<file path="config.mk">
export PLATFORM = sky130hd
export DESIGN_NAME = fsrq_ram
export DESIGN_NICKNAME = d
export VERILOG_FILES = /design/src/hdl/fsrq_ram.sv
export SDC_FILE = /design/constraint.sdc
export NUM_CORES = 1
export LEC_CHECK = 0
export ABC_AREA = 1
export BUFFER_PORTS_ARGS = -buffer_cell sky130_fd_sc_hd__buf_2
export CORE_MARGIN = 1
export CORE_UTILIZATION = 62
export DETAILED_ROUTE_END_ITERATION = 10
export PLACE_DENSITY_LB_ADDON = 0.3
export REMOVE_ABC_BUFFERS = 1
export SYNTH_ARGS = -nofsm -noshare
export SYNTH_HDL_FRONTEND = slang
export SYNTH_SLANG_ARGS = --single-unit
export TNS_END_PERCENT = 5
</file>
<file path="constraint.sdc">
create_clock -name clk_i -period 1.35 [get_ports clk_i]
set_input_delay 0.0675 -clock clk_i [delete_from_list [all_inputs] [get_ports clk_i]]
set_output_delay 0.0675 -clock clk_i [all_outputs]
set_load 0.03 [all_outputs]
</file>
<file path="src/hdl/fsrq_ram.sv">
// Generic single-write, single-read RAM with registered read data.
module fsrq_ram #(
  parameter int WIDTH = 8,
  parameter int DEPTH = 32
) (
  input  logic                     clk_i,
  input  logic                     we_i,
  input  logic [$clog2(DEPTH)-1:0] waddr_i,
  input  logic [WIDTH-1:0]         wdata_i,
  input  logic [$clog2(DEPTH)-1:0] raddr_i,
  output logic [WIDTH-1:0]         rdata_o
);

  logic [WIDTH-1:0] mem_q [DEPTH];
  logic [WIDTH-1:0] rdata_q;

  // Write and register the read port
  always_ff @(posedge clk_i) begin
    if (we_i) begin
      mem_q[waddr_i] <= wdata_i;
    end
    rdata_q <= mem_q[raddr_i];
  end

  assign rdata_o = rdata_q;

endmodule

</file>
==> results of run 1 <==
==> layer usage <==
| layer | vias up | routed length, um |
|---|---|---|
| li1 | 3346 | - |
| met1 | 3475 | 9450 |
| met2 | 432 | 12280 |
| met3 | 55 | 2644 |
| met4 | 0 | 680 |
| met5 | - | 0 |
==> cell usage in the layout (no fill, tap or decap) <==
| cell type | instances |
|---|---|
| inv_1 | 8 |
| dfxtp_1 | 8 |
| buf_12 | 16 |
| buf_2 | 26 |
| nand3_1 | 204 |
| clkbuf_16 | 27 |
| bufinv_16 | 2 |
| clkinv_2 | 4 |
| clkbuf_1 | 8 |
| clkbuf_8 | 3 |
| clkinv_1 | 4 |
| buf_4 | 51 |
| nand2_1 | 360 |
| inv_8 | 1 |
| nor2_1 | 32 |
| edfxtp_1 | 256 |
| inv_2 | 1 |
| dlygate4sd3_1 | 5 |
==> flip-flops by register name (all words and copies together), names as in the netlist <==
signal / cells
rdata_o: 8
mem_q: 256
==> final cells by class <==
class / instances / area (um^2)
flip-flops and latches: 264 / 7848
fillers: 1096 / 4374
multi-input cells: 596 / 2492
repair buffers: 98 / 883.3
clock buffers: 38 / 747.0
well taps: 220 / 275.3
clock inverters: 10 / 101.3
inverters: 10 / 38.79
==> logic make-up (layout without fill, tap and decap cells) <==
kind of cell,after synthesis,count (layout),share of synthesized area (%)
buf+inv,62,156,4.141
flops,264,264,72.75
simple gates,596,596,23.11
==> worst min path at each step <==
stage | to | start | slack, ns | cells past startpoint
after floorplan | mem_q[0][0] | wdata_i[0] | 0.17 | 0
after global placement | rdata_o[7] | raddr_i[4] | 0.41 | 3
after detailed placement | rdata_o[2] | raddr_i[4] | 0.41 | 3
after CTS | mem_q[23][1] | wdata_i[1] | 0.08 | 1
after global routing | mem_q[31][1] | wdata_i[1] | 0.09 | 1
final | mem_q[31][1] | wdata_i[1] | 0.08 | 1
==> where the power goes <==
group | leakage [nW] | internal (W) | switching (W) | total, W
clock | 0.416 | 0.00422 | 0.00291 | 0.00713
combinational | 1.94 | 0.000387 | 0.000857 | 0.00124
sequential | 2.37 | 0.00911 | 0.0000495 | 0.00916
total | 4.73 | 0.0137 | 0.00382 | 0.0175
==> timing repair <==
action,4_1_cts,5_1_grt
endpoints found under the hold margin,92,0
endpoints found under the setup margin,0,0
gates resized for setup,0,0
hold buffers,5,0
buffers inserted,0,0
==> through the flow <==
stage	instances	power, W	setup slack [ns]	hold slack (ns)	utilization [%]
global placement	1183	0.01051	0.02028	0.4140	68.54
detailed placement	1183	0.01053	0.005435	0.4119	68.54
finish	1236	0.01753	0.1097	0.08334	73.90
global route	1236	0.01795	0.05466	0.08898	73.90
floorplan	870	0.009848	-0.2708	0.1664	-
CTS	1236	0.01754	0.1296	0.08291	73.90
==> summary.md, run 1 <==
| Metric | Value |
|---|---|
| Status | finished clean |
| Clock-pin slew on the worst setup and hold paths | 0.06 ns |
| Crit path DAT | 1.17 ns |
| Synthesis Warnings | 0 |
| Syn_area_per_cell | between 10 and 15 um^2 |
| Post-synth top area share | 71.27% |
| Buf+Inv Stages, Crit Path | 1 |
| Post-synth EDFFs | 256 |
| Antenna viol nets, final | 0 |
| Routed vias/inst | slightly below 6 |
| N_diodes | 0 |
| Initial DRC count | approximately 800 |
| Total Wirelength | 25.06 mm |
| CP Max Fanout | 1 |
| Ys async rst share | 0% |
| Fin area | 12390 um^2 |
| Vias in the first global route | 7187 |
| Fin Setup TNS | 0 ns |
| Critical path destination | rdata_o[7] |
| Die Width | 133.9 um |
| Largest area contributor in the netlist | edfxtp_1 |
| GR Util met3 | around 5.4% |
| Area growth syn-to-layout | 14.82% |
| Yosys reg bits | 264 |
| Crit end category | output pin |
| Largest net degree at the start of global routing | 49 |
| Fmax | 806.3 MHz |
| Top delay family on crit path | flip-flops |
| Worst r2r src | mem_q[18][0] |
| Synth Instances | 922 |
| Synth cell types | 12 |
| RSZ-0062 raised after global routing | no |
| Top cells by area, synth | edfxtp_1 (71%), nand2_1 (13%), nand3_1 (9.5%) |
| Clock sink count | roughly 260 |
| Primary FF master, synth | edfxtp_1 |
| Pins Over Slew Limit | 0 |
| Met2 GRT Util | about half |
| Fin. Hold Viols | 0 |
| Core Box Area | 16760 um^2 |
| Busiest layer in global routing | met2 |
| CTS tree | yes |
| I/O Buffers | 27 |
| FF-to-FF setup slack | 0.17 ns |
| MaxCap Viol Count | 0 |
| Commonest cells in the synthesized netlist | nand2_1 (360), edfxtp_1 (256), nand3_1 (204) |
| Synth Cell Area | 10790 um^2 |
| HP Class | in -> reg |
| Clk_lat worst skew | 0.52 ns |
| Total number of vias | 7308 |
| Startpoint types | register |
| Stages on worst setup path | 1 |
| TritonCTS Buffers | 26 |
| Ratio of final minimum period to clock period | 91.87% |
| Worst Setup SP | rdata_o[7] |
| CTS Buffer Depth | 3 |
| Rel. slew slack | a little under three fifths |
| Die Y | 133.9 um |
| Clk root buf | clkbuf_16 |
| Worst R2R End | rdata_o[0] |
| # nets final | 1016 |
| I/O Pins | 28 |
| Placed Area | 11490 um^2 |
| First-pass GRT wire length | between 30 and 40 mm |
| Power per cell area | 1416 nW/um^2 |
| Clock Skew | 0.01193 ns |
| Finish-stage setup viols | 0 |
| Count leader, synth | nand2_1 |
| DRC | 0 |
| DRT Pass-1 Iters | 5 |
| GR Overflow Total | 0 |
| Met1 Use GR | 37.95% |
| FF-to-FF path depth | 8 |
| Global-route usage over all layers | slightly below 30% |
| Crit Path Category | reg -> out |
| Layout cells sized above 1 | 12.89% |
| Rows | 47 |
| Die ar. | 17930 um^2 |
| Slew @ Worst Pin | 0.6665 ns |
| CP max stage delay | 0.42 ns |
| Worst path required time | 1.28 ns |
| Cell Chain, Critical Path | buf_2 |
| Max stage delay cell, worst path | dfxtp_1 |
| Peak supply drop | 1.326 mV |
| Post-DP HPWL | 14.91 mm |
| WL/cell | roughly 20 um |
| Leakage power | 4.727 nW |
| H-tree depth | 1 |
| Starting Density | between 60 and 70% |
| Post-synthesis sequential area ratio | 72.75% |
| Placer Congestion | approximately 0.9 |
| Initial antenna violation count | 0 |
| Tmin final | ~1.2 ns |
Power figures use the tool's default switching activity.
==> inputs of run 2 (changes only) <==
--- a/config.mk
+++ b/config.mk
@@ -13,4 +13,5 @@
 export PLACE_DENSITY_LB_ADDON = 0.3
 export REMOVE_ABC_BUFFERS = 1
+export SLEW_MARGIN = 20
 export SYNTH_ARGS = -nofsm -noshare
 export SYNTH_HDL_FRONTEND = slang
==> constraint.sdc (replaced) <==
create_clock -name clk_i -period 1.35 [get_ports clk_i]
set_input_delay 0 -clock clk_i [delete_from_list [all_inputs] [get_ports clk_i]]
set_output_delay 0 -clock clk_i [all_outputs]
set_load 0.03 [all_outputs]
==> run 2 against run 1 <==
  * The flow now finishes with violations (negative hold slack)
  * Clock skew fell by 0.0017 ns
  * Register-to-register slack improved by 0.02 ns
  * Worst setup slack got worse by 0.031 ns
  * Maximum frequency fell by 2.4%
  * Non-clock buffer count did not move
  * Total power fell by 0.48%
  * Sequential power barely moved
  * Combinational power fell by 3%
  * Sequential cell count did not move
==> summary.md, run 2 (synthesis results as in run 1) <==
| Metric | Value |
|---|---|
| Status | finished with violations |
| Failing checks | negative hold slack |
| Die ar. | 17930 um^2 |
| Worst path required time | approximately 1.8 ns |
| Leakage power | 4.725 nW |
| FF-to-FF setup slack | 0.19 ns |
| Rel. slew slack | 55.63% |
| Crit Path Category | in -> reg |
| WL/cell | between 15 and 20 um |
| Placer Congestion | 0.8332 |
| Fin. Hold Viols | 4 |
| Top delay family on crit path | buffers and inverters |
| Clk_lat worst skew | roughly 0.52 ns |
| CP max stage delay | between 0.5 and 0.6 ns |
| Psw | 0.003723 W |
| HP Class | in -> reg |
| MaxCap Viol Count | 0 |
| Routed vias/inst | 5.819 |
| Clock Skew | 0.01026 ns |
| Clock-pin slew on the worst setup and hold paths | 0.06 ns |
| Largest net degree at the start of global routing | 47 |
| Startpoint types | input pin |
| H-tree depth | 1 |
| Worst hold slack | -0.003081 ns |
| Total number of vias | slightly above 7000 |
| Final Util | 73.78% |
| Area growth syn-to-layout | 14.64% |
| CP Max Fanout | 17 |
| Hold Crit Endpoint | mem_q[28][1] |
| CTS resizes | 0 |
| Max stage delay cell, worst path | dlygate4sd3_1 |
| Global-route usage over all layers | between 20% and 30% |
| Post-DP HPWL | 14.57 mm |
| Min-delay src | wdata_i[1] |
| Finish-stage setup viols | 0 |
| Commonest cells after routing, fill and taps aside | nand2_1 (360), edfxtp_1 (256), nand3_1 (204) |
| Peak supply drop | 1.430 mV |
| Sequential fraction of design power | between 50% and 60% |
| Hold Path Stages | 1 |
| Commonest non-fill, non-tap cell in the layout | nand2_1 |
| Fillers | ~1100 |
| Crit end category | register |
| DRT Pass-1 Iters | 5 |
| First-pass GRT wire length | 38.12 mm |
| GR Overflow Total | 0 |
| Total Wirelength | about 24 mm |
| Worst R2R End | rdata_o[5] |
| Die Y | 133.9 um |
| Rows | 47 |
| Buf+Inv Stages, Crit Path | 3 |
| Pins Over Slew Limit | 0 |
| Largest register by flop count | mem_q |
| Tmin final | 1.271 ns |
| Post-Layout Cell Count | between 1000 and 1500 |
| TritonCTS Buffers | 26 |
| FF-to-FF path depth | 8 |
| Internal | 0.01372 W |
| Antenna viol nets, final | 0 |
| CTS tree | yes |
| Worst r2r src | mem_q[22][5] |
| Starting Density | 64.36% |
| Largest register FFs | 256 |
| Placed cell count | 1184 |
| Clk root buf | clkbuf_16 |
| Top cell by count, worst path | nand2_1 |
| Clock sink count | around 260 |
| Fmax | ~790 MHz |
| Comb power frac | about 6.8% |
| CTS Buffer Depth | 3 |
| Initial DRC count | 847 |
| I/O Pins | 28 |
| Die Width | between 100 and 150 um |
| N_diodes | 0 |
| Power per cell area | between 1000 and 1500 nW/um^2 |
| Clk pwr share | between 40 and 50% |
| Core Box Area | 16760 um^2 |
| Layout cells sized above 1 | a little over an eighth |
| Ratio of final minimum period to clock period | 94.16% |
| I/O Buffers | 27 |
| Slew @ Worst Pin | 0.6655 ns |
| # nets final | approximately 1000 |
| Vias in the first global route | 7128 |
| DRC | 0 |
| Switching part of the total | approximately a fifth |
| Crit path DAT | 1.68 ns |
| Cell Chain, Critical Path | dlygate4sd3_1, buf_2, inv_1, nand2_1, nand2_1, nand2_1, nand2_1 |
| Initial antenna violation count | 0 |
| RSZ-0062 raised after global routing | no |
-- run 2: per-stage QoR --
stage          instance area, um^2  total power [W]  TNS [ns]  worst slack [ns]
5_1_grt                      12370          0.01794         0           0.01870
2_1_floorplan                10380         0.009848    -1.583           -0.2033
3_3_place_gp                 11470          0.01047         0           0.06677
4_1_cts                      12370          0.01751         0            0.1403
6_report                     12370          0.01745         0           0.07885
3_5_place_dp                 11470          0.01050         0           0.04484
-- run 2: cell type report --
cell class / instances / area (um^2) / area share (%)
multi-input cells: 596 / 2492 / 20.16
repair buffers: 98 / 855.8 / 6.921
clock buffers: 37 / 753.2 / 6.091
flip-flops and latches: 264 / 7848 / 63.46
well taps: 220 / 275.3 / 2.226
inverters: 10 / 38.79 / 0.3137
clock inverters: 11 / 102.6 / 0.8297
-- run 2: routing by layer --
metal	vias up	part of all wire, %	global-route usage, %
met1	3492	40	39.25
met3	44	7.7	3.515
met2	312	49	46.66
met4	0	2.5	9.659
met5	-	0	0
li1	3344	-	-
-- run 2: how the worst max path moves through the flow --
stage                     slack, ns  startpoint          to  cells after the start
after floorplan               -0.20  raddr_i[0]  rdata_o[0]                      9
after global placement         0.07  raddr_i[0]  rdata_o[4]                     12
after detailed placement       0.04  raddr_i[0]  rdata_o[4]                     12
after CTS                      0.14  raddr_i[3]  rdata_o[2]                      7
after global routing           0.02  raddr_i[3]  rdata_o[2]                      7
final                          0.08  raddr_i[3]  rdata_o[2]                      7
-- run 2: timing repair --
action	in CTS	in global routing
hold endpoints to repair	37	0
setup buffers	0	0
hold buffers	4	0
endpoints found under the setup margin	0	0
-- run 2: power by group through the flow --
stage	Combinational, W	Clock, W	Sequential [W]
final	0.00120	0.00710	0.00915
after global routing	0.00131	0.00747	0.00916
after CTS	0.00119	0.00716	0.00915
after detailed placement	0.00117	0	0.00932
after global placement	0.00115	0	0.00932
after floorplan	0.000481	0	0.00937
