### config.mk
export PLATFORM = sky130hd
export DESIGN_NAME = fsrq_div
export DESIGN_NICKNAME = d
export VERILOG_FILES = /design/src/hdl/fsrq_div.sv
export SDC_FILE = /design/constraint.sdc
export NUM_CORES = 1
export LEC_CHECK = 0
export BUFFER_PORTS_ARGS = -buffer_cell sky130_fd_sc_hd__buf_2
export CAP_MARGIN = 0
export CELL_PAD_IN_SITES_DETAIL_PLACEMENT = 1
export CELL_PAD_IN_SITES_GLOBAL_PLACEMENT = 2
export CORE_MARGIN = 3
export CORE_UTILIZATION = 35
export CTS_BUF_LIST = sky130_fd_sc_hd__clkbuf_4 sky130_fd_sc_hd__clkbuf_8
export DETAILED_ROUTE_END_ITERATION = 8
export PLACE_DENSITY = 0.83
export SKIP_CTS_REPAIR_TIMING = 1
export SYNTH_ARGS = -nofsm -noshare
export SYNTH_HDL_FRONTEND = slang
export SYNTH_SLANG_ARGS = --single-unit
### constraint.sdc
create_clock -name clk_i -period 3.9 [get_ports clk_i]
set_input_delay 0.78 -clock clk_i [delete_from_list [all_inputs] [get_ports clk_i]]
set_output_delay 0.78 -clock clk_i [all_outputs]
set_load 0.01 [all_outputs]
### src/hdl/fsrq_div.sv
// Restoring 32-bit unsigned divider, one quotient bit per cycle.
module fsrq_div (
  input  logic        clk_i,
  input  logic        rst_ni,
  input  logic        start_i,
  input  logic [31:0] dividend_i,
  input  logic [31:0] divisor_i,
  output logic        done_o,
  output logic [31:0] quot_o
);

  logic        busy_q;
  logic        done_q;
  logic [5:0]  cnt_q;
  logic [31:0] quot_q;
  logic [31:0] rem_q;
  logic [31:0] dvs_q;
  logic [32:0] trial;
  logic [32:0] diff;

  // Shift in the next dividend bit and try the subtraction
  assign trial = {rem_q, quot_q[31]};
  assign diff  = trial - {1'b0, dvs_q};

  always_ff @(posedge clk_i or negedge rst_ni) begin
    if (!rst_ni) begin
      busy_q <= 1'b0;
      done_q <= 1'b0;
      cnt_q  <= '0;
      quot_q <= '0;
      rem_q  <= '0;
      dvs_q  <= '0;
    end else begin
      // Flag the last quotient bit
      done_q <= busy_q && !start_i && (cnt_q == 6'd1);
      if (start_i) begin
        busy_q <= 1'b1;
        cnt_q  <= 6'd32;
        quot_q <= dividend_i;
        rem_q  <= '0;
        dvs_q  <= divisor_i;
      end else if (busy_q) begin
        // A zero divisor always subtracts, giving all ones
        if (!diff[32]) begin
          rem_q  <= diff[31:0];
          quot_q <= {quot_q[30:0], 1'b1};
        end else begin
          rem_q  <= trial[31:0];
          quot_q <= {quot_q[30:0], 1'b0};
        end
        cnt_q <= cnt_q - 6'd1;
        if (cnt_q == 6'd1) begin
          busy_q <= 1'b0;
        end
      end
    end
  end

  assign done_o = done_q;
  assign quot_o = quot_q;

endmodule
==> results of run 1 <==
-- sequential cells by signal, indices dropped and copies added (netlist names) --
signal,flops
dvs_q,32
done_o,1
cnt_q,6
busy_q,1
rem_q,32
quot_o,32
-- worst min path at each step --
stage | start | endpoint | slack [ps] | cells past startpoint
2_1_floorplan | rst_ni | busy_q | 480 | 0
3_3_place_gp | dvs_q[0] | dvs_q[0] | 490 | 1
3_5_place_dp | dvs_q[0] | dvs_q[0] | 510 | 1
4_1_cts | rst_ni | quot_o[7] | 420 | 1
5_1_grt | rst_ni | rem_q[23] | 470 | 1
6_report | rst_ni | dvs_q[19] | 410 | 1
-- synthesized netlist by cell type (8+ instances only) --
master      n
nand2_1   138
dfrtp_1   104
o21ai_0    85
nor2_1     53
inv_1      43
a21oi_1    38
mux2i_1    35
ha_1       34
clkbuf_1   31
a311oi_1   27
xnor2_1    17
nand3_1    10
nor3_1     10
a21o_1      9
o21a_1      9
a211oi_1    8
buf_2       8
-- cell usage in the layout (no fill, tap or decap), types with 7 or more instances in the layout --
master,count
buf_2,97
nand3_1,10
o21ai_0,85
dfrtp_1,103
xnor2_1,17
a21oi_1,38
nand2_1,138
o21a_1,9
nor2_1,52
nor3_1,10
a311oi_1,27
xor2_1,7
clkbuf_8,9
a21o_1,9
a211oi_1,8
mux2i_1,35
buf_4,9
inv_1,43
ha_1,34
and2_1,7
-- critical path: stages, from the launching register on --
cell      delay, ps
dfrtp_1         420
inv_1            70
ha_1            160
inv_1            60
fa_1            420
a211oi_1        300
o211ai_1        110
a21oi_1         280
a21o_1          190
a31oi_1         130
or2_2           490
or3_1           430
a311oi_1        280
-- final cells by class --
type                       count  area, um^2
inverter                      43         161
clock buffer                   9         124
fill                        2149       10300
multi-input combinational    563        3500
tap                          225         282
timing repair buffer         108         593
sequential                   104        2610
clock inverter                 7        97.6
-- layer usage --
layer | vias up | global-route usage | share of wire
li1 | 2802 | - | -
met1 | 2801 | 0.236 | 0.47
met2 | 81 | 0.301 | 0.48
met3 | 17 | 0.0286 | 0.034
met4 | 2 | 0.0566 | 0.015
met5 | - | 0 | 0.00040
-- through the flow --
stage / instance area, um^2 / cells / total power [uW] / hold slack (ps) / utilization
3_5_place_dp: 7140 / 1043 / 3660 / 509 / 0.405
5_1_grt: 7360 / 1059 / 4780 / 471 / 0.417
2_1_floorplan: 6430 / 752 / 3020 / 484 / -
6_report: 7360 / 1059 / 4400 / 407 / 0.417
3_3_place_gp: 7140 / 1043 / 3560 / 492 / 0.405
4_1_cts: 7360 / 1059 / 4440 / 420 / 0.417
-- kinds of logic after synthesis --
| family | count (synthesis) |
|---|---|
| AO/OA/AOI/OAI | 220 |
| adder cells (fa/ha/maj) | 35 |
| flip-flops | 104 |
| buffers and inverters | 85 |
| multiplexers | 36 |
| AND/OR/NAND/NOR | 248 |
| XOR/XNOR | 24 |
-- where the power goes --
part | total, uW | internal (uW) | switching (uW) | leakage [uW]
Clock | 760 | 319 | 441 | 0.000113
Combinational | 2170 | 885 | 1280 | 0.00230
Sequential | 1470 | 1280 | 183 | 0.00131
==> results.ini, run 1 <==
[status]
status = finished, final reports clean

[synthesis]
synth_adder_area_share = 0.0693
synth_mux_area_frac = 0.0562
yosysTopAreaCell = dfrtp_1
synth_ff_type = dfrtp_1
synth_nets = 854
syn_area_um2 = 6430
synth_area_leaders = dfrtp_1 (40%), nand2_1 (8.1%), ha_1 (6.6%), o21ai_0 (6.6%), mux2i_1 (5.4%)
syn_inst = 752
ys_seq_area_frac = 0.405
async_reset_ff_frac = 1.00
synth_compound_area_frac = 0.219
synth-edff-count = 0
yosys.area_share.simple = 0.167
synth_xor_area_frac = 0.0327
ys_ff_latch = 104
yosys.area.top_type_share = 0.405
synth_warnings = 0
synth.distinct_cells = 59
synth_area_per_cell_um2 = 8.55
synth_top_family_by_area = compound AO/OA/AOI/OAI gates

[die]
pin_count = 100
num_rows = 48
die-height_um = 142
fp.dieW_um = 142
initial_core_util = 0.364
dieArea_um2 = 20000
coreArea_um2 = 17700

[drt]
drtPass1Iterations = 4
drt-initial-drc-count = 274
routedWlPerCell_um = 16.4
drcViolationCount = 0
ant_nets = 0
via_per_inst = 5.39
vias = 5703
wirelength_um = 17400

[place]
dpl_worst_slack_ps = 297
hpwl_um = 13000
io_buffer_count = 99
gp_congestion = 0.852

[global_routing]
grt_max_degree = 113
grt_use_total = 0.179
grt_pass1_vias = 6126
antenna_found_initial = 1
grt_pass1_wl_um = 29800
globalRouteOverflowTotal = 0

[clocking]
ctsRootBufferMaster = clkbuf_8
cts_buffers = 9
path_clk_slew_ps = 120
htree_levels = 3
cts.sinks = 104
clockBufferDepth = 2
cts_tree = done
clk_latency_ps = 400

[setup_path]
cp.required_ps = 4210
startpoint_type = flip-flop
r2r_start = quot_o[31]
rrSetupSlack_ps = 470
endpoint = rem_q[5]
end_kind = flip-flop
crit_type = reg2reg
crit_fanout = 14
rr_worst_depth = 12
r2r-end = rem_q[5]
cp-startpoint = quot_o[31]
cp.arrival_ps = 3740

[timing]
relSlewSlack = 0.529
tightest_slew_ps = 707
drv_slew = 0
rsz0062_at_grt = false
period_minus_slack_ps = 3430
hold_viol = 0
fmax_ghz = 0.292
fin_ws_ps = 471
skew_ps = 15.3
setup_violations = 0
min_period_over_period = 0.879
tns_ps = 0

[hold_path]
hold_path.class = in2async

[pwr]
ir_drop_mv = 0.259
leakagePower_uw = 0.00372
powerDensity_nw_per_um2 = 597

[final_layout]
synthToLayoutAreaGrowth_pct = 14.5
layout.nets = 931
antenna_cells = 0
final_layout_size_suffix_gt1_frac = 0.163

[job]
max_cap_violations = 0

Note: power is estimated with default switching activity, not from simulation.
==> run 2, diff against run 1 <==
--- a/config.mk
+++ b/config.mk
@@ -10,10 +10,10 @@
 export CELL_PAD_IN_SITES_DETAIL_PLACEMENT = 1
 export CELL_PAD_IN_SITES_GLOBAL_PLACEMENT = 2
 export CORE_MARGIN = 3
-export CORE_UTILIZATION = 35
+export CORE_UTILIZATION = 38
 export CTS_BUF_LIST = sky130_fd_sc_hd__clkbuf_4 sky130_fd_sc_hd__clkbuf_8
 export DETAILED_ROUTE_END_ITERATION = 8
-export PLACE_DENSITY = 0.83
+export PLACE_DENSITY = 0.89
 export SKIP_CTS_REPAIR_TIMING = 1
 export SYNTH_ARGS = -nofsm -noshare
 export SYNTH_HDL_FRONTEND = slang
==> constraint.sdc (replaced) <==
create_clock -name clk_i -period 4.4 [get_ports clk_i]
set_input_delay 0.88 -clock clk_i [delete_from_list [all_inputs] [get_ports clk_i]]
set_output_delay 0.88 -clock clk_i [all_outputs]
set_load 0.01 [all_outputs]
==> run 2 against run 1 <==
Compared with the run above: first-iteration DRC count shrank 24%; routed wire length up 0.74%; combinational power fell by 13%; global-route usage rose by 1.7 points; sequential share of layout area rose by 0.33 points; cell count fell by 0.94%; total power fell by 13%; register-to-register slack improved by 270 ps; highest routed layer is now met4; fmax shrank 6.3%; utilization is 3.2 points higher.
==> results.ini, run 2 (synthesized netlist as in run 1, its figures left out) <==
[die]
num_rows = 46  ; -4.2%
coreArea_um2 = 16200  ; -8.1%
initial_core_util = 0.396  ; +0.0320
dieArea_um2 = 18500  ; -7.6%
pin_count = 100  ; unchanged
fp.dieW_um = 136  ; -3.9%
die-height_um = 136  ; -3.9%

[setup_path]
end_kind = flip-flop
crit_fanout = 17  ; +3
cp.required_ps = 4690  ; +480 ps
startpoint_type = flip-flop
crit_type = reg2reg
cp.arrival_ps = 3950  ; +210 ps

[final_layout]
synthToLayoutAreaGrowth_pct = 13.5
layout.nets = 930  ; -0.11%
antenna_cells = 0  ; unchanged
final_layout_size_suffix_gt1_frac = 0.161  ; -0.00221
fin_util = 0.450  ; +0.0325
layout_commonest_cell = nand2_1
final_cell_mix = nand2_1 (138), dfrtp_1 (103), buf_2 (97)

[timing]
drv_slew = 0  ; unchanged
period_minus_slack_ps = 3660  ; +229 ps
relSlewSlack = 0.378  ; -0.151
rsz0062_at_grt = false
setup_violations = 0  ; unchanged
min_period_over_period = 0.831  ; -0.0479
skew_ps = 15.5  ; +0.157 ps
timing.hold.ws_ps = 425  ; +18.3 ps
tightest_slew_ps = 934  ; +227 ps
fmax_ghz = 0.273  ; -6.3%
hold_viol = 0  ; unchanged
tns_ps = 0  ; unchanged

[drt]
vias = 5742  ; +0.68%
drtPass1Iterations = 4  ; unchanged
wirelength_um = 17500  ; +0.74%
via_per_inst = 5.47  ; +1.6%
routedWlPerCell_um = 16.7  ; +1.7%
ant_nets = 0  ; unchanged
drt-initial-drc-count = 207  ; -24%
drcViolationCount = 0  ; unchanged

[global_routing]
grt_pass1_wl_um = 29600  ; -0.72%
globalRouteOverflowTotal = 0  ; unchanged
grt_use_total = 0.196  ; +0.0168
antenna_found_initial = 0  ; -1
grt_max_degree = 83  ; -27%
grt_pass1_vias = 6187  ; +1.0%

[clocking]
cts_buffers = 9  ; unchanged
clockBufferDepth = 2  ; unchanged
htree_levels = 3  ; unchanged
ctsRootBufferMaster = clkbuf_8
path_clk_slew_ps = 110  ; about the same
clk_latency_ps = 400  ; about the same
cts_tree = done
cts.sinks = 104  ; unchanged

[place]
gp_congestion = 0.845  ; -0.88%
io_buffer_count = 99  ; unchanged
hpwl_um = 12900  ; -0.72%

[pwr]
ir_drop_mv = 0.191  ; -26%
total_power_uw = 3830  ; -13%
powerDensity_nw_per_um2 = 525  ; -12%
leakagePower_uw = 0.00370  ; -0.64%

[hold_path]
hold_path.class = in2async

[job]
max_cap_violations = 0  ; unchanged

[status]
status = finished, final reports clean

-- run 2: changes by cell type in the layout (fill, tap and decap cells not counted), sizes merged --
| cell | delta |
|---|---|
| buf | -1 |
| bufinv | -1 |
| clkbuf | +2 |
| inv | -1 |
-- run 2: report_power, final --
| group | leakage [uW] | internal, uW | switching, uW | total, uW |
|---|---|---|---|---|
| clock | 0.000102 | 248 | 379 | 626 |
| combinational | 0.00229 | 771 | 1120 | 1890 |
| sequential | 0.00131 | 1140 | 172 | 1310 |
-- run 2: final timing paths --
check                           cells after the start  slack, ps         end       start
worst max-delay path                               13        740    rem_q[8]  quot_o[31]
worst min-delay path                                1        420   rem_q[17]      rst_ni
worst max register to register                     13        740    rem_q[8]  quot_o[31]
worst min register to register                      2        540   dvs_q[20]   dvs_q[20]
max in group asynchronous                           2       3060  quot_o[11]      rst_ni
min in group clk_i                                  2        540   dvs_q[20]   dvs_q[20]
-- run 2: critical path, cell delays in order, from the launching register on --
cell      delay, ps
dfrtp_1         420
inv_1            70
ha_1            160
inv_1            60
fa_1            420
a211oi_1        310
o211ai_1        110
a21oi_1         300
a21o_1          200
and3b_1         240
or2_1           550
buf_4           350
nand2_1          80
a311oi_1        300
-- run 2: per-stage QoR --
step           setup slack (ps)  cells  area (um^2)
2_1_floorplan              1410    752         6430
3_3_place_gp                901   1033         7100
4_1_cts                     689   1049         7300
5_1_grt                     368   1049         7300
3_5_place_dp                739   1033         7100
6_report                    742   1049         7300
-- run 2: layer usage --
layer	track usage	share of wire	vias to the layer above
li1	-	-	2802
met1	0.247	0.46	2823
met2	0.338	0.49	99
met3	0.0366	0.038	18
met4	0.0622	0.015	0
met5	0	0	-
-- run 2: cell type report --
type | instances | area [um^2]
clock inverter | 5 | 46.3
inverter | 43 | 161
timing repair buffer | 107 | 561
tap | 216 | 270
fill | 1989 | 8930
multi-input combinational | 563 | 3500
sequential | 104 | 2610
clock buffer | 11 | 151
==> run 3, diff against run 2 <==
--- a/config.mk
+++ b/config.mk
@@ -10,10 +10,10 @@
 export CELL_PAD_IN_SITES_DETAIL_PLACEMENT = 1
 export CELL_PAD_IN_SITES_GLOBAL_PLACEMENT = 2
 export CORE_MARGIN = 3
-export CORE_UTILIZATION = 38
+export CORE_UTILIZATION = 35
 export CTS_BUF_LIST = sky130_fd_sc_hd__clkbuf_4 sky130_fd_sc_hd__clkbuf_8
 export DETAILED_ROUTE_END_ITERATION = 8
-export PLACE_DENSITY = 0.89
+export PLACE_DENSITY = 0.83
 export SKIP_CTS_REPAIR_TIMING = 1
 export SYNTH_ARGS = -nofsm -noshare
 export SYNTH_HDL_FRONTEND = slang
==> constraint.sdc (replaced) <==
create_clock -name clk_i -period 3.7 [get_ports clk_i]
set_input_delay 0.74 -clock clk_i [delete_from_list [all_inputs] [get_ports clk_i]]
set_output_delay 0.74 -clock clk_i [all_outputs]
set_load 0.01 [all_outputs]
==> run 3 against run 2 <==
Compared with the run above: sequential power is 19% higher; largest power group unchanged; clock-buffer cell count is 2 lower; cell count is 1.2% higher; register-to-register slack worse by 370 ps; fmax is 9.8% higher; total power is 20% higher; setup slack worse by 370 ps; via count is 0.89% lower; routed wire length is 0.69% higher; combinational power is 21% higher.
==> results.ini, run 3 (synthesized netlist as in run 1, its figures left out) <==
[final_layout]
layout.nets = 934  ; +0.43%
antenna_cells = 0  ; unchanged
fin_cells = 1062  ; +1.2%
final_cell_mix = nand2_1 (138), dfrtp_1 (103), buf_2 (97)
final_layout_size_suffix_gt1_frac = 0.165  ; +0.00401
layout_commonest_cell = nand2_1
final_area_um2 = 7350  ; +0.74%
synthToLayoutAreaGrowth_pct = 14.3

[setup_path]
startpoint_type = flip-flop
rrSetupSlack_ps = 370  ; -370 ps
end_kind = flip-flop
r2r-end = rem_q[31]
crit_fanout = 7  ; -10
cp.arrival_ps = 3580  ; -370 ps
rr_worst_depth = 9  ; -4
cp-startpoint = rem_q[5]
endpoint = rem_q[31]
crit_type = reg2reg
r2r_start = rem_q[5]
cp.required_ps = 3950  ; -740 ps

[pwr]
p_int_uw = 2560  ; +19%
seqPwrFrac = 0.340  ; -0.002
leakagePower_uw = 0.00372  ; +0.58%
ir_drop_mv = 0.234  ; +23%
p_switching_uw = 2020  ; +21%
total_power_uw = 4580  ; +20%
swShare = 0.442  ; +0.00501
clkPwrFrac = 0.163  ; about the same
p_comb_frac = 0.497  ; +0.003
powerDensity_nw_per_um2 = 623  ; +19%

[die]
coreArea_um2 = 17700  ; +8.8%
die-height_um = 142  ; +4.0%
pin_count = 100  ; unchanged
fp.dieW_um = 142  ; +4.0%
num_rows = 48  ; +4.3%
dieArea_um2 = 20000  ; +8.2%
initial_core_util = 0.364  ; -0.0320

[place]
hpwl_um = 13200  ; +2.8%
io_buffer_count = 99  ; unchanged
placed_cells = 1046  ; +1.3%
gp_congestion = 0.841  ; -0.49%
place_area_um2 = 7140  ; +0.58%

[timing]
fmax_ghz = 0.300  ; +9.8%
skew_ps = 21.8  ; +6.36 ps
tns_ps = 0  ; unchanged
tightest_slew_ps = 952  ; +18.6 ps
min_period_over_period = 0.900  ; +0.0688
relSlewSlack = 0.365  ; -0.0124
rsz0062_at_grt = false
setup_violations = 0  ; unchanged
drv_slew = 0  ; unchanged
hold_viol = 0  ; unchanged
period_minus_slack_ps = 3330  ; -327 ps

[global_routing]
antenna_found_initial = 1  ; +1
grt_pass1_wl_um = 30200  ; +2.0%
globalRouteOverflowTotal = 0  ; unchanged
grt_max_degree = 85  ; +2.4%
grt_pass1_vias = 6153  ; -0.55%
grt_use_total = 0.180  ; -0.0157

[clocking]
path_clk_slew_ps = 120  ; about the same
clk_latency_ps = 400  ; about the same
cts_tree = done
ctsRootBufferMaster = clkbuf_8
clockBufferDepth = 2  ; unchanged
cts_buffers = 9  ; unchanged
cts.sinks = 104  ; unchanged
htree_levels = 3  ; unchanged

[job]
max_cap_violations = 0  ; unchanged

[drt]
drtPass1Iterations = 4  ; unchanged
routedWlPerCell_um = 16.6  ; -0.54%
vias = 5691  ; -0.89%
drcViolationCount = 0  ; unchanged
ant_nets = 0  ; unchanged
via_per_inst = 5.36  ; -2.1%
wirelength_um = 17600  ; +0.69%
drt-initial-drc-count = 194  ; -6.3%

[status]
status = finished, final reports clean

[hold_path]
hold_path.class = in2async

[run 3: power groups by stage]
stage	Sequential, uW	Combinational [uW]	Clock (uW)
after floorplan	1520	1660	0
after global placement	1570	2190	0
after detailed placement	1580	2280	0
after CTS	1560	2290	783
after global routing	1590	2580	821
final	1560	2280	748
[run 3: worst min-delay path by stage]
stage	from	to	slack (ps)	cells after the start
2_1_floorplan	rst_ni	busy_q	440	0
3_3_place_gp	dvs_q[0]	dvs_q[0]	490	1
3_5_place_dp	dvs_q[0]	dvs_q[0]	510	1
4_1_cts	rst_ni	rem_q[17]	320	1
5_1_grt	rst_ni	quot_o[11]	330	1
6_report	rst_ni	rem_q[17]	320	1
[run 3: per-stage QoR]
| step | hold slack [ps] | worst slack [ps] | utilization |
|---|---|---|---|
| global route | 330 | 54.3 | 0.416 |
| global placement | 494 | 507 | 0.404 |
| floorplan | 444 | 712 | - |
| detailed placement | 507 | 406 | 0.404 |
| finish | 318 | 369 | 0.416 |
| CTS | 316 | 358 | 0.416 |
[run 3: per-layer routing]
layer / share of wire / vias up / track usage
met5: 0.00074 / - / 0
met4: 0.0098 / 2 / 0.0343
met3: 0.037 / 13 / 0.0445
met2: 0.48 / 77 / 0.305
met1: 0.47 / 2791 / 0.235
li1: - / 2808 / -
[run 3: area by class of cell]
class / instances / area [um^2]
Clock inverter: 7 / 86.3
Clock buffer: 9 / 124
Inverter: 43 / 161
Timing Repair Buffer: 111 / 591
Multi-Input combinational cell: 563 / 3500
Sequential cell: 104 / 2610
Fill cell: 2143 / 10300
Tap cell: 225 / 282
[run 3: worst max-delay path, stage by stage, from the launching register on]
cell,delay [ps]
dfrtp_1,440
ha_1,410
a211oi_1,350
o21ai_1,140
a31oi_1,480
a2111oi_2,200
o21bai_1,370
a21oi_1,190
o311ai_0,430
o22ai_1,170
